--- src/design/vpv_pkg.sv ---
// ----------------------------------------------------------------------------
// vpv_pkg: shared types and constants
// Payload structs, status codes and fixed point constants for the vertex unit.
// ----------------------------------------------------------------------------
`default_nettype none
package vpv_pkg;
    localparam int VW = 32;
    localparam int FB = 16;
    localparam int HW = 2 * VW + 4;
    localparam int NW = HW + FB;
    localparam int QD = 4;

    localparam logic [1:0] ST_OK   = 2'd0;
    localparam logic [1:0] ST_WZERO = 2'd1;
    localparam logic [1:0] ST_SAT  = 2'd2;

    localparam logic ACT_LOAD = 1'b0;
    localparam logic ACT_PROJ = 1'b1;

    localparam logic [2:0] REG_LEFT = 3'd0;
    localparam logic [2:0] REG_TOP = 3'd1;
    localparam logic [2:0] REG_WIDTH = 3'd2;
    localparam logic [2:0] REG_HEIGHT = 3'd3;
    localparam logic [2:0] REG_NEAR = 3'd4;
    localparam logic [2:0] REG_FAR = 3'd5;

    localparam logic signed [VW-1:0] VMAX = {1'b0, {(VW-1){1'b1}}};
    localparam logic signed [VW-1:0] VMIN = {1'b1, {(VW-1){1'b0}}};
    localparam logic signed [VW-1:0] ONE_V = VW - 1 > FB ?
        VW'(64'sd1 <<< FB) : VMAX;

    typedef struct packed {
        logic             action;
        logic [3:0]       coeff_index;
        logic signed [VW-1:0] coeff_value;
        logic signed [VW-1:0] pos_x;
        logic signed [VW-1:0] pos_y;
        logic signed [VW-1:0] pos_z;
    } t_in;

    typedef struct packed {
        logic signed [VW-1:0] screen_x;
        logic signed [VW-1:0] screen_y;
        logic signed [VW-1:0] screen_depth;
        logic [1:0]           status;
    } t_out;

    typedef struct packed {
        logic signed [HW-1:0] hx;
        logic signed [HW-1:0] hy;
        logic signed [HW-1:0] hz;
        logic signed [HW-1:0] hw;
    } t_hom;

    // Saturate a wide signed value to VW bits.
    function automatic logic signed [VW-1:0] sat_v(input logic signed [NW+VW:0] a,
                                                  output logic f);
        f = 1'b0;
        if (a > (NW+VW+1)'(VMAX)) begin
            f = 1'b1;
            return VMAX;
        end
        if (a < (NW+VW+1)'(VMIN)) begin
            f = 1'b1;
            return VMIN;
        end
        return a[VW-1:0];
    endfunction
endpackage
`default_nettype wire

--- src/design/vpv_queue.sv ---
// ----------------------------------------------------------------------------
// vpv_queue: small FIFO between front and back
// Hold transformed vertices; report room with slack for the front pipeline.
// ----------------------------------------------------------------------------
`default_nettype none
module vpv_queue import vpv_pkg::*; (
    input  wire  i_clk,
    input  wire  i_rst_n,
    input  wire  i_push,
    input  t_hom i_data,
    output logic o_room,
    output logic o_valid,
    output t_hom o_data,
    input  wire  i_pop
);
    localparam int DEPTH = QD + 4;
    t_hom r_mem [DEPTH];
    logic [2:0] r_wp;
    logic [2:0] r_rp;
    logic [3:0] r_cnt;
    logic [3:0] n_cnt;

    assign o_valid = r_cnt != 4'd0;
    assign o_data = r_mem[r_rp];
    // Two items may already be in the front pipeline beyond the one taken now.
    assign o_room = r_cnt < 4'(DEPTH - 3);
    assign n_cnt = r_cnt + 4'(i_push) - 4'(i_pop && o_valid);

    always_ff @(posedge i_clk) begin
        if (!i_rst_n) begin
            r_wp <= '0;
            r_rp <= '0;
            r_cnt <= '0;
        end else begin
            if (i_push) r_wp <= r_wp + 3'd1;
            if (i_pop && o_valid) r_rp <= r_rp + 3'd1;
            r_cnt <= n_cnt;
        end
    end

    always_ff @(posedge i_clk) begin
        if (i_push) r_mem[r_wp] <= i_data;
    end
endmodule
`default_nettype wire

--- config.mk ---
export PLATFORM = sky130hd
export DESIGN_NAME = vpv_queue
export DESIGN_NICKNAME = d
export VERILOG_FILES = /design/src/design/vpv_pkg.sv /design/src/design/vpv_queue.sv
export SDC_FILE = /design/constraint.sdc
export NUM_CORES = 2
export LEC_CHECK = 0
export BUFFER_PORTS_ARGS = -buffer_cell sky130_fd_sc_hd__buf_4
export CORE_MARGIN = 8
export CORE_UTILIZATION = 60
export DETAILED_ROUTE_END_ITERATION = 16
export PLACE_DENSITY = 0.84
export SYNTH_ARGS = -nofsm -noshare
export SYNTH_HDL_FRONTEND = slang
export SYNTH_SLANG_ARGS = --single-unit
--- constraint.sdc ---
create_clock -name i_clk -period 25.4 [get_ports i_clk]
set_clock_uncertainty 0.05 [all_clocks]
set_input_delay 2.54 -clock i_clk [delete_from_list [all_inputs] [get_ports i_clk]]
set_output_delay 2.54 -clock i_clk [all_outputs]
set_load 0.005 [all_outputs]
=== Word-level counts from Yosys, hierarchy flattened ===
Memories as Yosys holds them, arrays and structs flattened. A register that Yosys moved wholly into a read port is not among the register bits.
Index checks and enable logic that the tools add are counted.
Widths: inputs -> output; s select.

* Register bits: 10
* Output and inout port bits: 274
* Latch bits: 0
* Memory bits (writable): 2176
* Bits of input ports: 276
* Bits in read-only memories: 0
* Memories: 1

{| class="wikitable"
|+ Memories
! memory !! words !! width !! rd ports !! clocked after Yosys merged registers in !! write ports !! RTL line !! source
|-
| r_mem || 8 || 272 || 1 || 1 || 1 || vpv_queue.sv:17 || <nowiki>t_hom r_mem [DEPTH];</nowiki>
|}

* Eq/ne operators: 0
* Magnitude comparators: 1
* Muxes and demuxes: 4
* Shift operators: 0
* Add/sub/neg operators: 4
* Bitwise operators: 0
* Reduce and logical (&&, ||, !) cells: 2
* Multipliers: 0
* Divide/modulo/power cells: 0

{| class="wikitable"
|+ Operators with widths
! cell !! count
|-
| $add 3x1->3 const B || 2
|-
| $mux 3 || 2
|-
| $add 4x1->4 || 1
|-
| $lt 4x3->1 const B || 1
|-
| $reduce_bool 4->1 || 1
|-
| $sub 4x1->4 || 1
|-
| $mux 1 || 2
|-
| $logic_and 1x1->1 || 1
|}

=== Logic depth before layout (Yosys ltp) ===
* Depth in word-level cells: 4
* Mapped depth: 10

=== Worst setup path after synthesis ===
No wires, ideal clock.

* Path kind: input -> register
* Start: in i_push
* End: mem r_mem[0][0] (netlist name), enable pin
* Buffers on the path: 0
* Cell stages on the path: 2
* Slack: 3.188 ns
* Data required time: 24.112 ns
* Setup time: 1.238 ns
* Arrival: 20.924 ns
* Cells stage by stage: nand2b_1 > nor3_1

* Cells in the longest elaborated chain, start to end: 2

{| class="wikitable"
|+ RTL lines
! element !! RTL line !! source
|-
| start: declaration || vpv_queue.sv:9 || <nowiki>input wire i_push,</nowiki>
|-
| $mux 1 || vpv_queue.sv:42 || <nowiki>if (i_push) r_mem[r_wp] <= i_data;</nowiki>
|-
| $mux 1 (not written as such) || vpv_queue.sv:42 ||
|-
| end: declaration || vpv_queue.sv:17 ||
|}

Every way passes these cells.

==> impl_metrics.env <==
export IMPL_arrival_ns=6.97
export IMPL_synth_distinct_cells=27
export IMPL_preCtsSetupSlack_ns=16.41
export IMPL_worstRegToRegCells=6
export IMPL_num_vias=37500
export IMPL_first_global_vias=39100
export IMPL_critPathBufInv=6
export IMPL_hold_path_class="register to register"
export IMPL_post_route_util_pct=70.0
export IMPL_p_sw_w=0.00191
export IMPL_max_vdd_ir_drop_mv=0.0798
export IMPL_grt_total_usage_pct=24.2
export IMPL_worstSetupStartpointType="register"
export IMPL_cp_slowest_stage_delay_ns=1.00
export IMPL_synthCells=3219
export IMPL_synth_largest_area_cell="edfxtp_1"
export IMPL_drc_errors=0
export IMPL_grt_overflow_total=0
export IMPL_coreArea_um2=136000
export IMPL_seq_power_share_pct=49.3
export IMPL_fin_tns_setup_ns=0
export IMPL_fin_crit_ns=9.56
export IMPL_setup_ws_ns=15.84
export IMPL_cts_inserted_buffers=203
export IMPL_crit_path_frequent_cell="buf_4"
export IMPL_antenna_found_initial=43
export IMPL_postSynthAreaPerCell_um2=25.5
export IMPL_syn_nets=3503
export IMPL_swShare_pct=22.9
export IMPL_p_leak_nw=30.0
export IMPL_syn_area_um2=82100
export IMPL_grt_pass1_wl_um=263000
export IMPL_ys_ff_latch=2189
export IMPL_finalWirelength_um=183000
export IMPL_fin_nets=4170
export IMPL_synth_common_cells="edfxtp_1 (2176), mux4_2 (544), mux2_2 (272)"
export IMPL_clk_path_buf_depth=3
export IMPL_dp_cells=5462
export IMPL_power_total_w=0.00834
export IMPL_cts_reportedPaths_clkPinSlew_ns=0.06
export IMPL_worstPathRequired_ns=22.81
export IMPL_rows=135
export IMPL_finalNonFillerCells=5866
export IMPL_grt_start_max_net_pins=157
export IMPL_port_buffers=549
export IMPL_intPower_w=0.00643
export IMPL_io_pins=550
export IMPL_cp_max_fo=48
export IMPL_rsz0062_at_grt="no"
export IMPL_combPwrFrac_pct=14.6
export IMPL_initial_core_util_pct=60.5
export IMPL_die_area_um2=149000
export IMPL_synth_flop_cell="edfxtp_1"
export IMPL_crit_slowest_cell="dfxtp_4"
export IMPL_path_class="register to primary output"
export IMPL_synthToLayoutAreaGrowth_pct=15.6
export IMPL_die_width_um=386
export IMPL_clock_latency_ns=0.82
export IMPL_r2r_start="r_wp[2]"
export IMPL_slew_viol_final=0
export IMPL_worstReg2RegEnd="r_mem[4][95]"
export IMPL_drive_above_1_share_pct=42.7
export IMPL_drv_cap=0
export IMPL_ctsHoldBuffers=0
export IMPL_p_clk_share_pct=36.1
export IMPL_drt_initial_drc_count=3584
export IMPL_yosysMostFrequentCell="edfxtp_1"
export IMPL_die_y_um=386
export IMPL_ys_seq_area_share_pct=79.9
export IMPL_dr_wl_met2_um=93900
export IMPL_hpwlAfterDp_um=96900
export IMPL_end_kind="primary output"
export IMPL_viasPerCell=6.39
export IMPL_tightest_slew_ns=1.19
export IMPL_hold_viol=0
export IMPL_cts_setup_buffers=0
export IMPL_wl_met3_um=17300
export IMPL_ant_nets=0
export IMPL_endpoint="o_data[173]"
export IMPL_cp_num_cells=8
export IMPL_wire_per_inst_um=31.3
export IMPL_synthArstFlopShare_pct=0
export IMPL_cp_top_family="buffers and inverters"
export IMPL_gp_congestion=0.739
export IMPL_outcome="completed"
export IMPL_cts_resized=0
export IMPL_cts_root_buf="clkbuf_16"
export IMPL_htreeDepth=4
export IMPL_cp_cell_sequence="buf_4 -> buf_4 -> buf_4 -> buf_4 -> buf_4 -> mux4_2 -> mux2_2 -> buf_4"
export IMPL_tritoncts="yes"
export IMPL_wl_met1_um=65800
export IMPL_synth_top_area_share_pct=79.6
export IMPL_setup_viol=0
export IMPL_power_density_nw_per_um2=87.8
export IMPL_period_share_pct=37.6
export IMPL_rrSetupSlack_ns=20.81
export IMPL_max_freq_ghz=0.105
export IMPL_dr_pass1_iters=7
export IMPL_synth_area_leaders="edfxtp_1 (80%), mux4_2 (15%), mux2_2 (3.7%), clkbuf_1 (0.37%), dfxtp_1 (0.32%)"
export IMPL_ys_warn_count=0
export IMPL_slew_headroom_pct=20.6
export IMPL_cts_sinks=2189
export IMPL_top_layer="met5"
export IMPL_synth_edf_count=2176
## sequential cells by signal, indices dropped and copies added (netlist names), named ones only
signal  count
r_cnt       4
r_mem    2176
r_rp        3
r_wp        3
## how the worst min path moves through the flow
stage | cells past startpoint | slack (ns) | end | start
5_1_grt | 2 | 0.49 | register | r_rp[2]
3_3_place_gp | 2 | 0.40 | register | r_rp[2]
6_report | 2 | 0.49 | register | r_rp[2]
3_5_place_dp | 2 | 0.43 | register | r_rp[1]
4_1_cts | 2 | 0.48 | register | r_rp[2]
2_1_floorplan | 2 | 0.41 | register | r_rp[2]
## per-stage QoR
step / hold WS, ns / instance area (um^2)
after floorplan: 0.406 / 82100
after global placement: 0.403 / 88300
after detailed placement: 0.429 / 88300
after CTS: 0.476 / 94900
after global routing: 0.490 / 94900
final: 0.487 / 95000
## cell type report
| type | count | area [um^2] |
|---|---|---|
| Multi-Input combinational cell | 873 | 15800 |
| Antenna cell | 39 | 97.6 |
| Clock inverter | 119 | 1250 |
| Clock buffer | 246 | 5330 |
| Timing Repair Buffer | 615 | 4650 |
| Tap cell | 1781 | 2230 |
| Fill cell | 7348 | 40700 |
| Sequential cell | 2189 | 65600 |
| Inverter | 4 | 15.0 |
## power groups by stage
| stage | logic, W | clock network [W] | registers (W) |
|---|---|---|---|
| final | 0.00122 | 0.00301 | 0.00411 |
| after global routing | 0.00129 | 0.00318 | 0.00412 |
| after CTS | 0.00124 | 0.00305 | 0.00412 |
| after detailed placement | 0.00121 | 0 | 0.00419 |
| after global placement | 0.00119 | 0 | 0.00418 |
| after floorplan | 0.000698 | 0 | 0.00421 |
## routing by layer
layer	global-route usage (%)	vias to the layer above
met5	0	-
met4	8.96	22
met3	6.80	342
met2	40.3	1932
met1	30.8	20000
li1	-	15200
## logic make-up after synthesis
group / after synthesis / share of synthesized area, %
simple gates: 34 / 0.206
buf+inv: 157 / 0.961
flops: 2189 / 79.9
mux: 825 / 18.8
xor+xnor: 3 / 0.0320
compound gates: 3 / 0.0244
fa+ha+maj: 8 / 0.131
## worst min-delay path: cells and delay by family (launching register included)
| family | cells | cell delay (ns) |
|---|---|---|
| multiplexers | 1 | 0.08 |
| AND/OR/NAND/NOR | 1 | 0.08 |
| flip-flops | 1 | 0.32 |
## placed cells by master (no fill, tap or decap), drive strengths merged, types with 8 or more instances in the layout
cell type     n
clkinv       78
bufinv       22
edfxtp     2176
clkinvlp      9
dfxtp        13
mux2i         9
diode        39
nand2         9
mux2        272
mux4        544
nor2          8
buf         615
inv          14
clkbuf      246
No activity file was read; power rests on OpenSTA's default activity.
